$ cat config.mk
export PLATFORM = sky130hd
export DESIGN_NAME = flash_geometry_decoder_flat
export DESIGN_NICKNAME = d
export VERILOG_FILES = /design/src/hw/rtl/fgd_pkg.sv /design/src/hw/rtl/fgd_req_if.sv /design/src/hw/rtl/fgd_rsp_if.sv /design/src/hw/rtl/fgd_decode.sv /design/src/hw/rtl/fgd_bank.sv /design/src/hw/rtl/fgd_place.sv /design/src/hw/rtl/flash_geometry_decoder.sv /design/src/flat_wrapper.sv
export SDC_FILE = /design/constraint.sdc
export NUM_CORES = 1
export LEC_CHECK = 0
export BUFFER_PORTS_ARGS = -buffer_cell sky130_fd_sc_hd__buf_2
export CELL_PAD_IN_SITES_DETAIL_PLACEMENT = 1
export CELL_PAD_IN_SITES_GLOBAL_PLACEMENT = 1
export CORE_MARGIN = 2
export CORE_UTILIZATION = 40
export DETAILED_ROUTE_END_ITERATION = 16
export PLACE_DENSITY_LB_ADDON = 0.12
export SYNTH_ARGS = -nofsm -noshare
export SYNTH_HDL_FRONTEND = slang
export SYNTH_HIERARCHICAL = 1
export SYNTH_SLANG_ARGS = --single-unit
$ cat constraint.sdc
create_clock -name clk -period 6.6 [get_ports clk]
set_input_delay 0.33 -clock clk [delete_from_list [all_inputs] [get_ports clk]]
set_output_delay 0.33 -clock clk [all_outputs]
set_load 0.05 [all_outputs]
$ cat src/hw/rtl/fgd_pkg.sv
package fgd_pkg;

    typedef enum logic [1:0]
    {
        ST_OK,
        ST_FLEXRAM_UNSUP,
        ST_BANK_INVALID,
        ST_BANK_EMPTY
    } status_t;

    typedef enum logic [1:0]
    {
        CLS_NONE,
        CLS_PFLASH,
        CLS_NVM
    } class_t;

    localparam logic [1:0]  GRAN_MAX           = 2'd3;
    localparam logic [3:0]  SIZE_CODE_ALL_ONES = 4'hf;
    localparam logic [15:0] NVM_CODE_MASK      = 16'h0a88;
    localparam logic [15:0] PF_CODE_MASK       = 16'h2aa8;
    localparam logic [4:0]  SIZE_EXP_BASE      = 5'd14;
    localparam logic [3:0]  EE_CODE_MAX        = 4'd9;
    localparam logic [3:0]  EE_EXP_TOP         = 4'd14;

    localparam logic [19:0] NV_BYTES_BIG = 20'(512 << 10);
    localparam logic [19:0] NV_BYTES_STD = 20'(256 << 10);
    localparam logic [20:0] PF_SIZE_BIG  = 21'(1024 << 10);
    localparam logic [20:0] PF_SIZE_MID  = 21'(512 << 10);
    localparam logic [20:0] PF_SIZE_STD  = 21'(256 << 10);

    localparam logic [28:0] NVM_BASE       = 29'h1000_0000;
    localparam logic [3:0]  SEC_SHIFT_BASE = 4'd10;

    localparam logic [1:0] PF_SEC_OFF [0:3] = '{2'd0, 2'd1, 2'd1, 2'd2};
    localparam logic [1:0] NV_SEC_OFF [0:3] = '{2'd0, 2'd0, 2'd1, 2'd2};

    typedef struct packed
    {
        logic [1:0]  gran;
        logic        no_nvm;
        logic [3:0]  bank;
        logic [20:0] pf_size;
        logic [19:0] nv_bytes;
        logic [14:0] ee_size;
    } dec_t;

    typedef struct packed
    {
        logic [1:0]  gran;
        logic [20:0] pf_size;
        logic [19:0] nv_bytes;
        logic [14:0] ee_size;
        status_t     status;
        class_t      cls;
        logic [20:0] bsize;
        logic [1:0]  sec_off;
        logic [1:0]  idx;
        logic [15:0] prot;
    } bank_t;

    typedef struct packed
    {
        status_t     status;
        class_t      bank_class;
        logic [20:0] bank_bytes;
        logic [28:0] bank_base;
        logic [12:0] sector_bytes;
        logic [10:0] sector_count;
        logic [15:0] protect_unit_bytes;
        logic [14:0] flexram_bytes;
        logic [1:0]  granularity_code;
        logic [20:0] pflash_total_bytes;
        logic [19:0] nvm_total_bytes;
    } rsp_t;

    function automatic logic [19:0] nv_bytes_f(input logic [3:0] code, input logic [1:0] gran);
        logic [19:0] size;
        size = '0;
        if (code == SIZE_CODE_ALL_ONES)
        begin
            size = (gran == GRAN_MAX) ? NV_BYTES_BIG : NV_BYTES_STD;
        end
        else if (NVM_CODE_MASK[code])
        begin
            size = 20'(1) << (SIZE_EXP_BASE + 5'(code[3:1]));
        end
        return size;
    endfunction

    function automatic logic [20:0] pf_size_f(input logic [3:0] code, input logic [1:0] gran,
                                              input logic no_nvm);
        logic [20:0] size;
        size = '0;
        if (code == SIZE_CODE_ALL_ONES)
        begin
            if (gran == GRAN_MAX)
                size = PF_SIZE_BIG;
            else if (no_nvm)
                size = PF_SIZE_MID;
            else
                size = PF_SIZE_STD;
        end
        else if (PF_CODE_MASK[code])
        begin
            size = 21'(1) << (SIZE_EXP_BASE + 5'(code[3:1]));
        end
        return size;
    endfunction

    function automatic logic [14:0] ee_size_f(input logic [3:0] code);
        logic [14:0] size;
        size = '0;
        if (code <= EE_CODE_MAX)
        begin
            size = 15'(1) << (EE_EXP_TOP - code);
        end
        return size;
    endfunction

endpackage

$ cat src/hw/rtl/fgd_req_if.sv
interface fgd_req_if;
    logic        valid;
    logic        ready;
    logic [31:0] sdid_word;
    logic [31:0] fcfg1_word;
    logic [31:0] fcfg2_word;
    logic [3:0]  bank_index;

    modport source
    (
        output valid, sdid_word, fcfg1_word, fcfg2_word, bank_index,
        input  ready
    );

    modport sink
    (
        input  valid, sdid_word, fcfg1_word, fcfg2_word, bank_index,
        output ready
    );
endinterface

$ cat src/hw/rtl/fgd_rsp_if.sv
interface fgd_rsp_if;
    logic        valid;
    logic        ready;
    logic [1:0]  status;
    logic [1:0]  bank_class;
    logic [20:0] bank_bytes;
    logic [28:0] bank_base;
    logic [12:0] sector_bytes;
    logic [10:0] sector_count;
    logic [15:0] protect_unit_bytes;
    logic [14:0] flexram_bytes;
    logic [1:0]  granularity_code;
    logic [20:0] pflash_total_bytes;
    logic [19:0] nvm_total_bytes;

    modport source
    (
        output valid, status, bank_class, bank_bytes, bank_base, sector_bytes, sector_count,
               protect_unit_bytes, flexram_bytes, granularity_code, pflash_total_bytes,
               nvm_total_bytes,
        input  ready
    );

    modport sink
    (
        input  valid, status, bank_class, bank_bytes, bank_base, sector_bytes, sector_count,
               protect_unit_bytes, flexram_bytes, granularity_code, pflash_total_bytes,
               nvm_total_bytes,
        output ready
    );
endinterface

$ cat src/hw/rtl/fgd_decode.sv
module fgd_decode
    import fgd_pkg::*;
(
    input  logic        clk,
    input  logic        rst_n,
    input  logic        valid_in,
    output logic        ready_out,
    input  logic [31:0] sdid_word,
    input  logic [31:0] fcfg1_word,
    input  logic [31:0] fcfg2_word,
    input  logic [3:0]  bank_index,
    output logic        valid_out,
    input  logic        ready_in,
    output dec_t        data_out
);

    logic valid_reg;
    dec_t data_reg;
    dec_t data_next;

    always_comb
    begin
        data_next.gran   = sdid_word[8:7];
        data_next.no_nvm = fcfg2_word[23];
        data_next.bank   = bank_index;
        data_next.pf_size = pf_size_f(fcfg1_word[27:24], sdid_word[8:7], fcfg2_word[23]);
        if (fcfg2_word[23])
        begin
            data_next.nv_bytes = '0;
            data_next.ee_size  = '0;
        end
        else
        begin
            data_next.nv_bytes = nv_bytes_f(fcfg1_word[31:28], sdid_word[8:7]);
            data_next.ee_size  = ee_size_f(fcfg1_word[19:16]);
        end
    end

    assign ready_out = !valid_reg || ready_in;

    always_ff @(posedge clk or negedge rst_n)
    begin
        if (!rst_n)
            valid_reg <= 1'b0;
        else if (ready_out)
            valid_reg <= valid_in;
    end

    always_ff @(posedge clk)
    begin
        if (valid_in && ready_out)
            data_reg <= data_next;
    end

    assign valid_out = valid_reg;
    assign data_out  = data_reg;

endmodule

$ cat src/hw/rtl/fgd_bank.sv
module fgd_bank
    import fgd_pkg::*;
(
    input  logic  clk,
    input  logic  rst_n,
    input  logic  valid_in,
    output logic  ready_out,
    input  dec_t  data_in,
    output logic  valid_out,
    input  logic  ready_in,
    output bank_t data_out
);

    logic       valid_reg;
    bank_t      data_reg;
    bank_t      data_next;
    logic [1:0] blk_shift;
    logic [1:0] npf_shift;
    logic [1:0] nnv_shift;
    logic [2:0] npf;
    logic [2:0] nblocks;
    logic [3:0] nv_ord;

    always_comb
    begin
        blk_shift = (data_in.gran == GRAN_MAX) ? 2'd2 : 2'd1;
        npf_shift = data_in.no_nvm ? blk_shift : blk_shift - 2'd1;
        nnv_shift = blk_shift - 2'd1;
        npf       = 3'(1) << npf_shift;
        nblocks   = 3'(1) << blk_shift;
        nv_ord    = data_in.bank - {1'b0, npf};

        data_next.gran     = data_in.gran;
        data_next.pf_size  = data_in.pf_size;
        data_next.nv_bytes = data_in.nv_bytes;
        data_next.ee_size  = data_in.ee_size;
        data_next.status   = ST_OK;
        data_next.cls      = CLS_NONE;
        data_next.bsize    = '0;
        data_next.sec_off  = '0;
        data_next.idx      = '0;
        data_next.prot     = '0;

        if (data_in.bank < {1'b0, npf})
        begin
            data_next.cls     = CLS_PFLASH;
            data_next.bsize   = data_in.pf_size >> npf_shift;
            data_next.idx     = data_in.bank[1:0];
            data_next.sec_off = PF_SEC_OFF[data_in.gran];
            data_next.prot    = data_in.pf_size[20:5];
        end
        else if (data_in.bank < {1'b0, nblocks})
        begin
            data_next.cls     = CLS_NVM;
            data_next.bsize   = {1'b0, data_in.nv_bytes} >> nnv_shift;
            data_next.idx     = nv_ord[1:0];
            data_next.sec_off = NV_SEC_OFF[data_in.gran];
        end
        else if (data_in.bank == {1'b0, nblocks})
        begin
            data_next.status = ST_FLEXRAM_UNSUP;
        end
        else
        begin
            data_next.status = ST_BANK_INVALID;
        end
    end

    assign ready_out = !valid_reg || ready_in;

    always_ff @(posedge clk or negedge rst_n)
    begin
        if (!rst_n)
            valid_reg <= 1'b0;
        else if (ready_out)
            valid_reg <= valid_in;
    end

    always_ff @(posedge clk)
    begin
        if (valid_in && ready_out)
            data_reg <= data_next;
    end

    assign valid_out = valid_reg;
    assign data_out  = data_reg;

endmodule

$ cat src/hw/rtl/fgd_place.sv
module fgd_place
    import fgd_pkg::*;
(
    input  logic  clk,
    input  logic  rst_n,
    input  logic  valid_in,
    output logic  ready_out,
    input  bank_t data_in,
    output logic  valid_out,
    input  logic  ready_in,
    output rsp_t  data_out
);

    logic        valid_reg;
    rsp_t        data_reg;
    rsp_t        data_next;
    logic [3:0]  sec_shift;
    logic [20:0] cnt_full;
    logic [22:0] offset;

    always_comb
    begin
        sec_shift = SEC_SHIFT_BASE + 4'(data_in.sec_off);
        cnt_full  = data_in.bsize >> sec_shift;

        case (data_in.idx)
            2'd0:    offset = '0;
            2'd1:    offset = {2'b0, data_in.bsize};
            2'd2:    offset = {1'b0, data_in.bsize, 1'b0};
            default: offset = {2'b0, data_in.bsize} + {1'b0, data_in.bsize, 1'b0};
        endcase

        data_next.status             = data_in.status;
        data_next.bank_class         = data_in.cls;
        data_next.bank_bytes         = data_in.bsize;
        data_next.bank_base          = '0;
        data_next.sector_bytes       = '0;
        data_next.sector_count       = '0;
        data_next.protect_unit_bytes = data_in.prot;
        data_next.flexram_bytes      = data_in.ee_size;
        data_next.granularity_code   = data_in.gran;
        data_next.pflash_total_bytes = data_in.pf_size;
        data_next.nvm_total_bytes    = data_in.nv_bytes;

        if (data_in.cls != CLS_NONE)
        begin
            data_next.sector_bytes = 13'(1) << sec_shift;
            data_next.sector_count = cnt_full[10:0];
            data_next.bank_base    = (data_in.cls == CLS_NVM) ? NVM_BASE + 29'(offset)
                                                              : 29'(offset);
            if (cnt_full == '0)
                data_next.status = ST_BANK_EMPTY;
        end
    end

    assign ready_out = !valid_reg || ready_in;

    always_ff @(posedge clk or negedge rst_n)
    begin
        if (!rst_n)
            valid_reg <= 1'b0;
        else if (ready_out)
            valid_reg <= valid_in;
    end

    always_ff @(posedge clk)
    begin
        if (valid_in && ready_out)
            data_reg <= data_next;
    end

    assign valid_out = valid_reg;
    assign data_out  = data_reg;

endmodule

$ cat src/hw/rtl/flash_geometry_decoder.sv
// Channel | Dir | Payload
// req     | in  | sdid_word, fcfg1_word, fcfg2_word, bank_index
// rsp     | out | status, class, bank size/base, sector size/count, totals
//
// Three register stages (decode, bank select, placement).
// One request per cycle sustained while rsp.ready is high; each stage holds its own valid bit.
// rst_n clears the valid bits only; payload registers are not reset.
// A stall on rsp holds each full stage and backs up to req.ready.
module flash_geometry_decoder
    import fgd_pkg::*;
(
    input logic      clk,
    input logic      rst_n,
    fgd_req_if.sink  req,
    fgd_rsp_if.source rsp
);

    logic  s1_valid;
    logic  s1_ready;
    dec_t  s1_data;
    logic  s2_valid;
    logic  s2_ready;
    bank_t s2_data;
    rsp_t  s3_data;

    fgd_decode u_decode
    (
        .clk        (clk),
        .rst_n      (rst_n),
        .valid_in   (req.valid),
        .ready_out  (req.ready),
        .sdid_word  (req.sdid_word),
        .fcfg1_word (req.fcfg1_word),
        .fcfg2_word (req.fcfg2_word),
        .bank_index (req.bank_index),
        .valid_out  (s1_valid),
        .ready_in   (s1_ready),
        .data_out   (s1_data)
    );

    fgd_bank u_bank
    (
        .clk       (clk),
        .rst_n     (rst_n),
        .valid_in  (s1_valid),
        .ready_out (s1_ready),
        .data_in   (s1_data),
        .valid_out (s2_valid),
        .ready_in  (s2_ready),
        .data_out  (s2_data)
    );

    fgd_place u_place
    (
        .clk       (clk),
        .rst_n     (rst_n),
        .valid_in  (s2_valid),
        .ready_out (s2_ready),
        .data_in   (s2_data),
        .valid_out (rsp.valid),
        .ready_in  (rsp.ready),
        .data_out  (s3_data)
    );

    assign rsp.status             = s3_data.status;
    assign rsp.bank_class         = s3_data.bank_class;
    assign rsp.bank_bytes         = s3_data.bank_bytes;
    assign rsp.bank_base          = s3_data.bank_base;
    assign rsp.sector_bytes       = s3_data.sector_bytes;
    assign rsp.sector_count       = s3_data.sector_count;
    assign rsp.protect_unit_bytes = s3_data.protect_unit_bytes;
    assign rsp.flexram_bytes      = s3_data.flexram_bytes;
    assign rsp.granularity_code   = s3_data.granularity_code;
    assign rsp.pflash_total_bytes = s3_data.pflash_total_bytes;
    assign rsp.nvm_total_bytes    = s3_data.nvm_total_bytes;

`ifndef NO_ASSERTIONS
    a_ok_has_sectors: assert property (@(posedge clk) disable iff (!rst_n)
        rsp.valid && rsp.status == ST_OK |-> rsp.sector_count != '0)
        else $error("ok response with no sectors");

    a_bad_bank_empty: assert property (@(posedge clk) disable iff (!rst_n)
        rsp.valid && (rsp.status == ST_FLEXRAM_UNSUP || rsp.status == ST_BANK_INVALID)
        |-> rsp.bank_class == CLS_NONE && rsp.bank_bytes == '0 && rsp.bank_base == '0)
        else $error("rejected bank carries geometry");

    a_pf_protect: assert property (@(posedge clk) disable iff (!rst_n)
        rsp.valid && rsp.bank_class == CLS_PFLASH
        |-> rsp.protect_unit_bytes == rsp.pflash_total_bytes[20:5])
        else $error("protection unit does not match program flash total");

    a_nvm_base: assert property (@(posedge clk) disable iff (!rst_n)
        rsp.valid && rsp.bank_class == CLS_NVM |-> rsp.bank_base[28] && rsp.protect_unit_bytes == '0)
        else $error("nvm bank placed below nvm base");

    a_s1_hold: assert property (@(posedge clk) disable iff (!rst_n)
        s1_valid && !s1_ready |=> s1_valid && $stable(s1_data))
        else $error("decode stage lost a stalled request");
`endif

endmodule
$ cat src/flat_wrapper.sv
// flat-port wrapper written by rule: the top's interface ports become plain ports
module flash_geometry_decoder_flat import fgd_pkg::*;
  (clk, rst_n, req_valid, req_sdid_word, req_fcfg1_word, req_fcfg2_word, req_bank_index, req_ready, rsp_valid, rsp_status, rsp_bank_class, rsp_bank_bytes, rsp_bank_base, rsp_sector_bytes, rsp_sector_count, rsp_protect_unit_bytes, rsp_flexram_bytes, rsp_granularity_code, rsp_pflash_total_bytes, rsp_nvm_total_bytes, rsp_ready);
  fgd_req_if req_i ();
  fgd_rsp_if rsp_i ();
  input logic clk;
  input logic rst_n;
  input wire logic [$bits(req_i.valid)-1:0] req_valid;
  input wire logic [$bits(req_i.sdid_word)-1:0] req_sdid_word;
  input wire logic [$bits(req_i.fcfg1_word)-1:0] req_fcfg1_word;
  input wire logic [$bits(req_i.fcfg2_word)-1:0] req_fcfg2_word;
  input wire logic [$bits(req_i.bank_index)-1:0] req_bank_index;
  output wire logic [$bits(req_i.ready)-1:0] req_ready;
  output wire logic [$bits(rsp_i.valid)-1:0] rsp_valid;
  output wire logic [$bits(rsp_i.status)-1:0] rsp_status;
  output wire logic [$bits(rsp_i.bank_class)-1:0] rsp_bank_class;
  output wire logic [$bits(rsp_i.bank_bytes)-1:0] rsp_bank_bytes;
  output wire logic [$bits(rsp_i.bank_base)-1:0] rsp_bank_base;
  output wire logic [$bits(rsp_i.sector_bytes)-1:0] rsp_sector_bytes;
  output wire logic [$bits(rsp_i.sector_count)-1:0] rsp_sector_count;
  output wire logic [$bits(rsp_i.protect_unit_bytes)-1:0] rsp_protect_unit_bytes;
  output wire logic [$bits(rsp_i.flexram_bytes)-1:0] rsp_flexram_bytes;
  output wire logic [$bits(rsp_i.granularity_code)-1:0] rsp_granularity_code;
  output wire logic [$bits(rsp_i.pflash_total_bytes)-1:0] rsp_pflash_total_bytes;
  output wire logic [$bits(rsp_i.nvm_total_bytes)-1:0] rsp_nvm_total_bytes;
  input wire logic [$bits(rsp_i.ready)-1:0] rsp_ready;
  assign req_i.valid = req_valid;
  assign req_i.sdid_word = req_sdid_word;
  assign req_i.fcfg1_word = req_fcfg1_word;
  assign req_i.fcfg2_word = req_fcfg2_word;
  assign req_i.bank_index = req_bank_index;
  assign req_ready = req_i.ready;
  assign rsp_valid = rsp_i.valid;
  assign rsp_status = rsp_i.status;
  assign rsp_bank_class = rsp_i.bank_class;
  assign rsp_bank_bytes = rsp_i.bank_bytes;
  assign rsp_bank_base = rsp_i.bank_base;
  assign rsp_sector_bytes = rsp_i.sector_bytes;
  assign rsp_sector_count = rsp_i.sector_count;
  assign rsp_protect_unit_bytes = rsp_i.protect_unit_bytes;
  assign rsp_flexram_bytes = rsp_i.flexram_bytes;
  assign rsp_granularity_code = rsp_i.granularity_code;
  assign rsp_pflash_total_bytes = rsp_i.pflash_total_bytes;
  assign rsp_nvm_total_bytes = rsp_i.nvm_total_bytes;
  assign rsp_i.ready = rsp_ready;
  flash_geometry_decoder u_core (.clk(clk), .rst_n(rst_n), .req(req_i), .rsp(rsp_i));
endmodule
## Word-level counts from Yosys, hierarchy flattened

Memories as Yosys holds them, arrays and structs flattened.
Index checks and enable logic that the tools add are counted.

- $mul: 0
- Div/mod/pow operators: 0
- Bitwise logic cells: 2
- $lt $le $gt $ge: 6
- Equal/unequal tests: 8
- $add $sub $neg: 8
- Multiplexer cells: 24
- Reductions and logical operators: 15
- Shifts and indexed selects: 9

Operator list:

| kind | number |
|---|---|
| 2-to-1 mux 20 bit | 4 |
| one-hot mux 23 bit (3 select lines) | 1 |
| 2-to-1 mux 21 bit | 3 |
| adder 29 x 23 -> 29 bit (first input constant) | 1 |
| 2-to-1 mux 27 bit | 1 |
| 2-to-1 mux 25 bit | 1 |
| adder 21 x 22 -> 23 bit | 1 |
| 2-to-1 mux 23 bit | 1 |
| zero test 21 bit | 1 |
| left shift 1 x 5 -> 21 bit (first input constant) | 1 |
| >> shifter 20 x 2 -> 21 bit | 1 |
| >> shifter 21 x 2 -> 21 bit | 1 |
| >> shifter 21 x 4 -> 21 bit | 1 |
| left shift 1 x 5 -> 20 bit (first input constant) | 1 |
| 2-to-1 mux 2 bit | 9 |
| left shift 1 x 4 -> 15 bit (first input constant) | 1 |
| left shift 1 x 4 -> 13 bit (first input constant) | 1 |
| adder 4 x 3 -> 5 bit (first input constant) | 2 |
| less-than comparator 4 x 5 -> 1 bit (second input constant) | 2 |
| binary-select mux 2 bit (select 2 bit) | 2 |
| == test 2 bit (second input constant) | 4 |
| == test 4 bit (second input constant) | 2 |
| less-than comparator 4 x 3 -> 1 bit | 2 |
| left shift 1 x 2 -> 3 bit (first input constant) | 2 |
| 18 further kinds | 26 |

- Latch bits: 0
- Bits in writable memories: 0
- ROM bits: 32
- Input bits: 104
- Register bits: 321
- Memories: 2

Memories:

| memory | words | bits a word | read ports | clocked after Yosys merged registers in | write ports | RTL line | source |
|---|---|---|---|---|---|---|---|
| (name not given) | 16 | 1 | 1 | 0 | 0 | fgd_pkg.sv:84 | `else if (NVM_CODE_MASK[code])` |
| (name not given) | 16 | 1 | 1 | 0 | 0 | fgd_pkg.sv:104 | `else if (PF_CODE_MASK[code])` |

## Logic depth before layout (Yosys ltp)

- Depth in word-level cells: 8
- Mapped depth: 13
- Depth with buffers taken out: 11

## Modules after synthesis

The synthesis kept the hierarchy.

Modules (own cells, without submodules):

| module | area an instance (µm²) | seq. area each (µm²) | cells each | instances |
|---|---|---|---|---|
| fgd_place | 6,311.1 | 4,199.0 | 463 | 1 |
| fgd_bank | 4,317.9 | 3,118.0 | 258 | 1 |
| fgd_decode | 2,457.4 | 1,916.8 | 150 | 1 |

## Least setup slack after synthesis

OpenSTA, ideal clock, no wires.

- Path kind: register to register
- Start: reg u_core.u_place.valid_reg (netlist: u_core/u_place/valid_out)
- End: reg u_core.u_place.data_reg, in the netlist u_core/u_place/data_out[0] (enable)
- Library setup time: 0.515 ns
- Data arrival time: 3.940 ns
- Period minus slack after synthesis: 4.455 ns
- Data required time: 6.085 ns
- Slack: 2.145 ns
- Cell stages (with the launch flop): 3
- Path through: dfrtp_1 > nand2b_1 > and2_1

- Longest elaborated chain between the ends: 3

RTL lines:

| item | RTL line | source |
|---|---|---|
| start: declaration | fgd_place.sv:14 | `logic valid_reg;` |
| start signal: assignment | fgd_place.sv:63 | `valid_reg <= valid_in;` |
| zero test 1 bit | fgd_place.sv:56 | `assign ready_out = !valid_reg \|\| ready_in;` |
| logical OR 1 bit | fgd_place.sv:56 |  |
| via u_core.s2_ready | flash_geometry_decoder.sv:22 | `logic s2_ready;` |
| logical AND 1 bit | fgd_place.sv:68 | `if (valid_in && ready_out)` |
| end signal: assignment | fgd_place.sv:69 | `data_reg <= data_next;` |
| end: declaration | fgd_place.sv:15 | `rsp_t data_reg;` |

The timed path passes the listed nets, and every way through them passes these cells.
A chain may end at the register's enable or synchronous reset.

==> run_results.csv <==
group,metric,value,unit
clock_network,clk_pin_slew_worst_paths,60,ps
synthesis,synth-seq-cells,308,
synthesis,synth.most_common_cell,"edfxtp_1",
cells_and_area,fillers,3332,
routing,drt-met1-wl,12.83,mm
synthesis,ys_types,73,
routing,route.detailed.drc,0,
clock_network,numCtsBuffers,34,
pwr,leakagePower,5.912,nW
cells_and_area,nNetsFinal,1206,
sta,fin_skew,18.58,ps
clock_network,cts_resized,0,
setup_path,crit_required,6890,ps
sta,worst_slew_pin_slew,944.3,ps
grt,first_global_vias,7841,
sta,clock.fmax,230.3,MHz
run_status,status,"finished, final reports clean",
routing,ant_nets,0,
routing,wl,28.54,mm
setup_path,cpMaxStageDelayCell,"inv_1",
floorplan,core,32370,sq um
synthesis,async_flop_share,0.009740,
synthesis,yosysSeqAreaShare,0.7056,
sta,rsz0062_at_grt,"false",
synthesis,synth_area_leader_cell,"edfxtp_1",
clock_network,insertion_delay,500,ps
grt,antenna_found_initial,0,
sta,final.period_utilization,0.6578,
grt,grt_use_total,0.1673,
floorplan,die_area,34180,sq um
routing,highest_layer,"met4",
cells_and_area,layout-drive-gt1-share,0.2443,
sta,hold_viol,0,
setup_path,cp_data_arrival_time,4630,ps
setup_path,rrSetupSlack,2260,ps
grt,overflow,0,
synthesis,yosys-top-cells-count,"edfxtp_1 (305), nand2_1 (58), nor2_1 (41), a21oi_1 (35), ha_1 (35)",
cells_and_area,multi_input_area,3582,sq um
synthesis,syn_area_per_cell,15.02,sq um
placement,hpwl,19.95,mm
sta,setup_tns,0,ps
floorplan,die_x,184.9,microns
clock_network,cts_tree,"done",
setup_path,critPathLaunchType,"register",
synthesis,syn_area,13090,sq um
synthesis,synth_flop_cell,"edfxtp_1",
sta,final_max_slew_viol_count,0,
clock_network,clock-sinks,308,
run,cap_viol_max_count,0,
cells_and_area,antenna_cells,0,
cells_and_area,synthToLayoutAreaGrowth,18.39,%
cells_and_area,seq_area,9234,sq um
sta,setup_viol,0,
pwr,irDropWorstVdd,0.0002290,V
routing,viasPerCell,5.001,
sta,hold-worst-slack,22.64,ps
floorplan,initial_core_util,0.4043,
setup_path,crit_chain,"ha_1 -> buf_4 -> inv_1 -> ha_1 -> inv_1 -> fa_1 -> a21oi_1 -> nand2b_1 -> inv_1 -> nand2_1 -> o221ai_1",
synthesis,synth_edf_count,305,
setup_path,path_common_cell,"inv_1",
clock_network,root_buffer,"clkbuf_16",
floorplan,num_rows,66,
routing,drt_pass1_iterations,4,
routing,wl_met2,13.64,mm
synthesis,synthCells,871,
clock_network,clockBufferDepth,3,
placement,place.gp.congestion,0.8170,
setup_path,path_class,"register to register",
synthesis,ys_warn_count,6,
floorplan,die_h,184.9,microns
routing,drtIter0Drc,368,
clock_network,h-tree-depth,2,
setup_path,cp-end-kind,"register",
worst_hold_path,hold_path.class,"input pin to register",
sta,max_slew_margin,0.3698,
floorplan,io_pins,258,
setup_path,slowest_delay,730,ps
synthesis,synth_top_area_frac,0.6999,
placement,port-buffer-count,163,
routing,wire_per_inst,18.64,microns
grt,grt_pass1_wl,44.04,mm
setup_path,critPathMaxFanout,26,
sta,period_needed,4341,ps
synthesis,synth.area.top_cells,"edfxtp_1 (70%), ha_1 (3.3%), mux2i_1 (2.3%)",
routing,dr_total_vias,7656,
grt,grt_max_degree,74,
pwr,p_per_area,347.7,nW/um^2
routing,wl_met3,1.572,mm
## cells in the final DEF (no fill, tap or decap), drive strengths merged, types with 4 or more instances in the layout
cell,n
a22oi,15
mux2,26
xor2,4
or4,6
or2,5
nand2,58
ha,35
a21oi,35
xnor2,4
buf,171
a211oi,4
inv,31
nand2b,19
nor2,42
mux2i,30
nor4b,4
nor2b,11
bufinv,5
a21o,8
clkbuf,41
o2111ai,4
a31oi,4
o22ai,8
and3,6
o221ai,13
and2,26
nand3,21
nand3b,4
edfxtp,305
or3,6
o21ai,23
nor3,18
nand4,8
conb,36
clkinv,12
## logic make-up after synthesis
family	synth area share
DFF	0.7056
and+or+nand+nor	0.09580
AOI/OAI and AO/OA	0.07745
buffers and inverters	0.03107
muxes	0.04761
adders and majority gates	0.03652
xor gates and xnor gates	0.005354
other	0.0005739
## per-layer routing
layer,up-vias,track usage
met3,33,0.03578
met2,166,0.2754
met4,0,0.04952
met5,-,0
li1,3687,-
met1,3770,0.2233
## repair_timing
item | 4_1_cts | 5_1_grt
endpoints found under the hold margin | 3 | 0
setup endpoints to repair | 0 | 0
setup buffers | 0 | 0
hold buffers | 1 | 0
## report_power, final
group,internal (mW),switching [mW]
Sequential,2.41,0.113
Clock,1.16,0.719
Combinational,0.250,0.733
Total,3.82,1.57
## path summary, 6_finish.rpt
kind	start	endpoint	depth (start not counted)
max	u_core/u_decode/data_out[62]	u_core/u_bank/data_out[22]	11
min	req_bank_index[3]	u_core/u_decode/data_out[59]	1
max reg2reg	u_core/u_decode/data_out[62]	u_core/u_bank/data_out[22]	11
min reg2reg	u_core/u_bank/data_out[90]	u_core/u_place/data_out[30]	0
max in group asynchronous	rst_n	u_core/u_decode/valid_out	2
min in group asynchronous	rst_n	u_core/u_place/valid_out	2
## layout make-up
cell class | count | area share
inverters | 30 | 0.007592
well taps | 442 | 0.03570
flip-flops and latches | 308 | 0.5960
repair buffers | 172 | 0.05718
clock inverters | 19 | 0.01429
clock buffers | 41 | 0.05799
multi-input cells | 519 | 0.2312
## state kept, by name (all words and copies together), names as in the netlist
register / flops
u_core/u_place/data_out: 139
u_core/u_bank/valid_out: 1
u_core/u_decode/data_out: 63
u_core/u_bank/data_out: 103
u_core/u_place/valid_out: 1
u_core/u_decode/valid_out: 1
## metrics by stage
stage	std cells	cell area (sq um)	power [mW]	utilization	worst slack (ps)
3_3_place_gp	1470	14360	3.532	0.4437	2351
4_1_cts	1531	15490	5.463	0.4786	2120
2_1_floorplan	905	13210	3.300	-	2145
3_5_place_dp	1470	14360	3.553	0.4437	2161
5_1_grt	1531	15490	5.622	0.4786	1862
6_report	1531	15490	5.386	0.4786	2259
## worst max-delay path, delay by kind of cell (launching register included)
family,cells,cell delay (ps)
buf+inv,4,1350
fa+ha+maj,3,1170
simple gates,2,660
compound gates,2,510
flops,1,430
(Power assumes the default switching activity.)
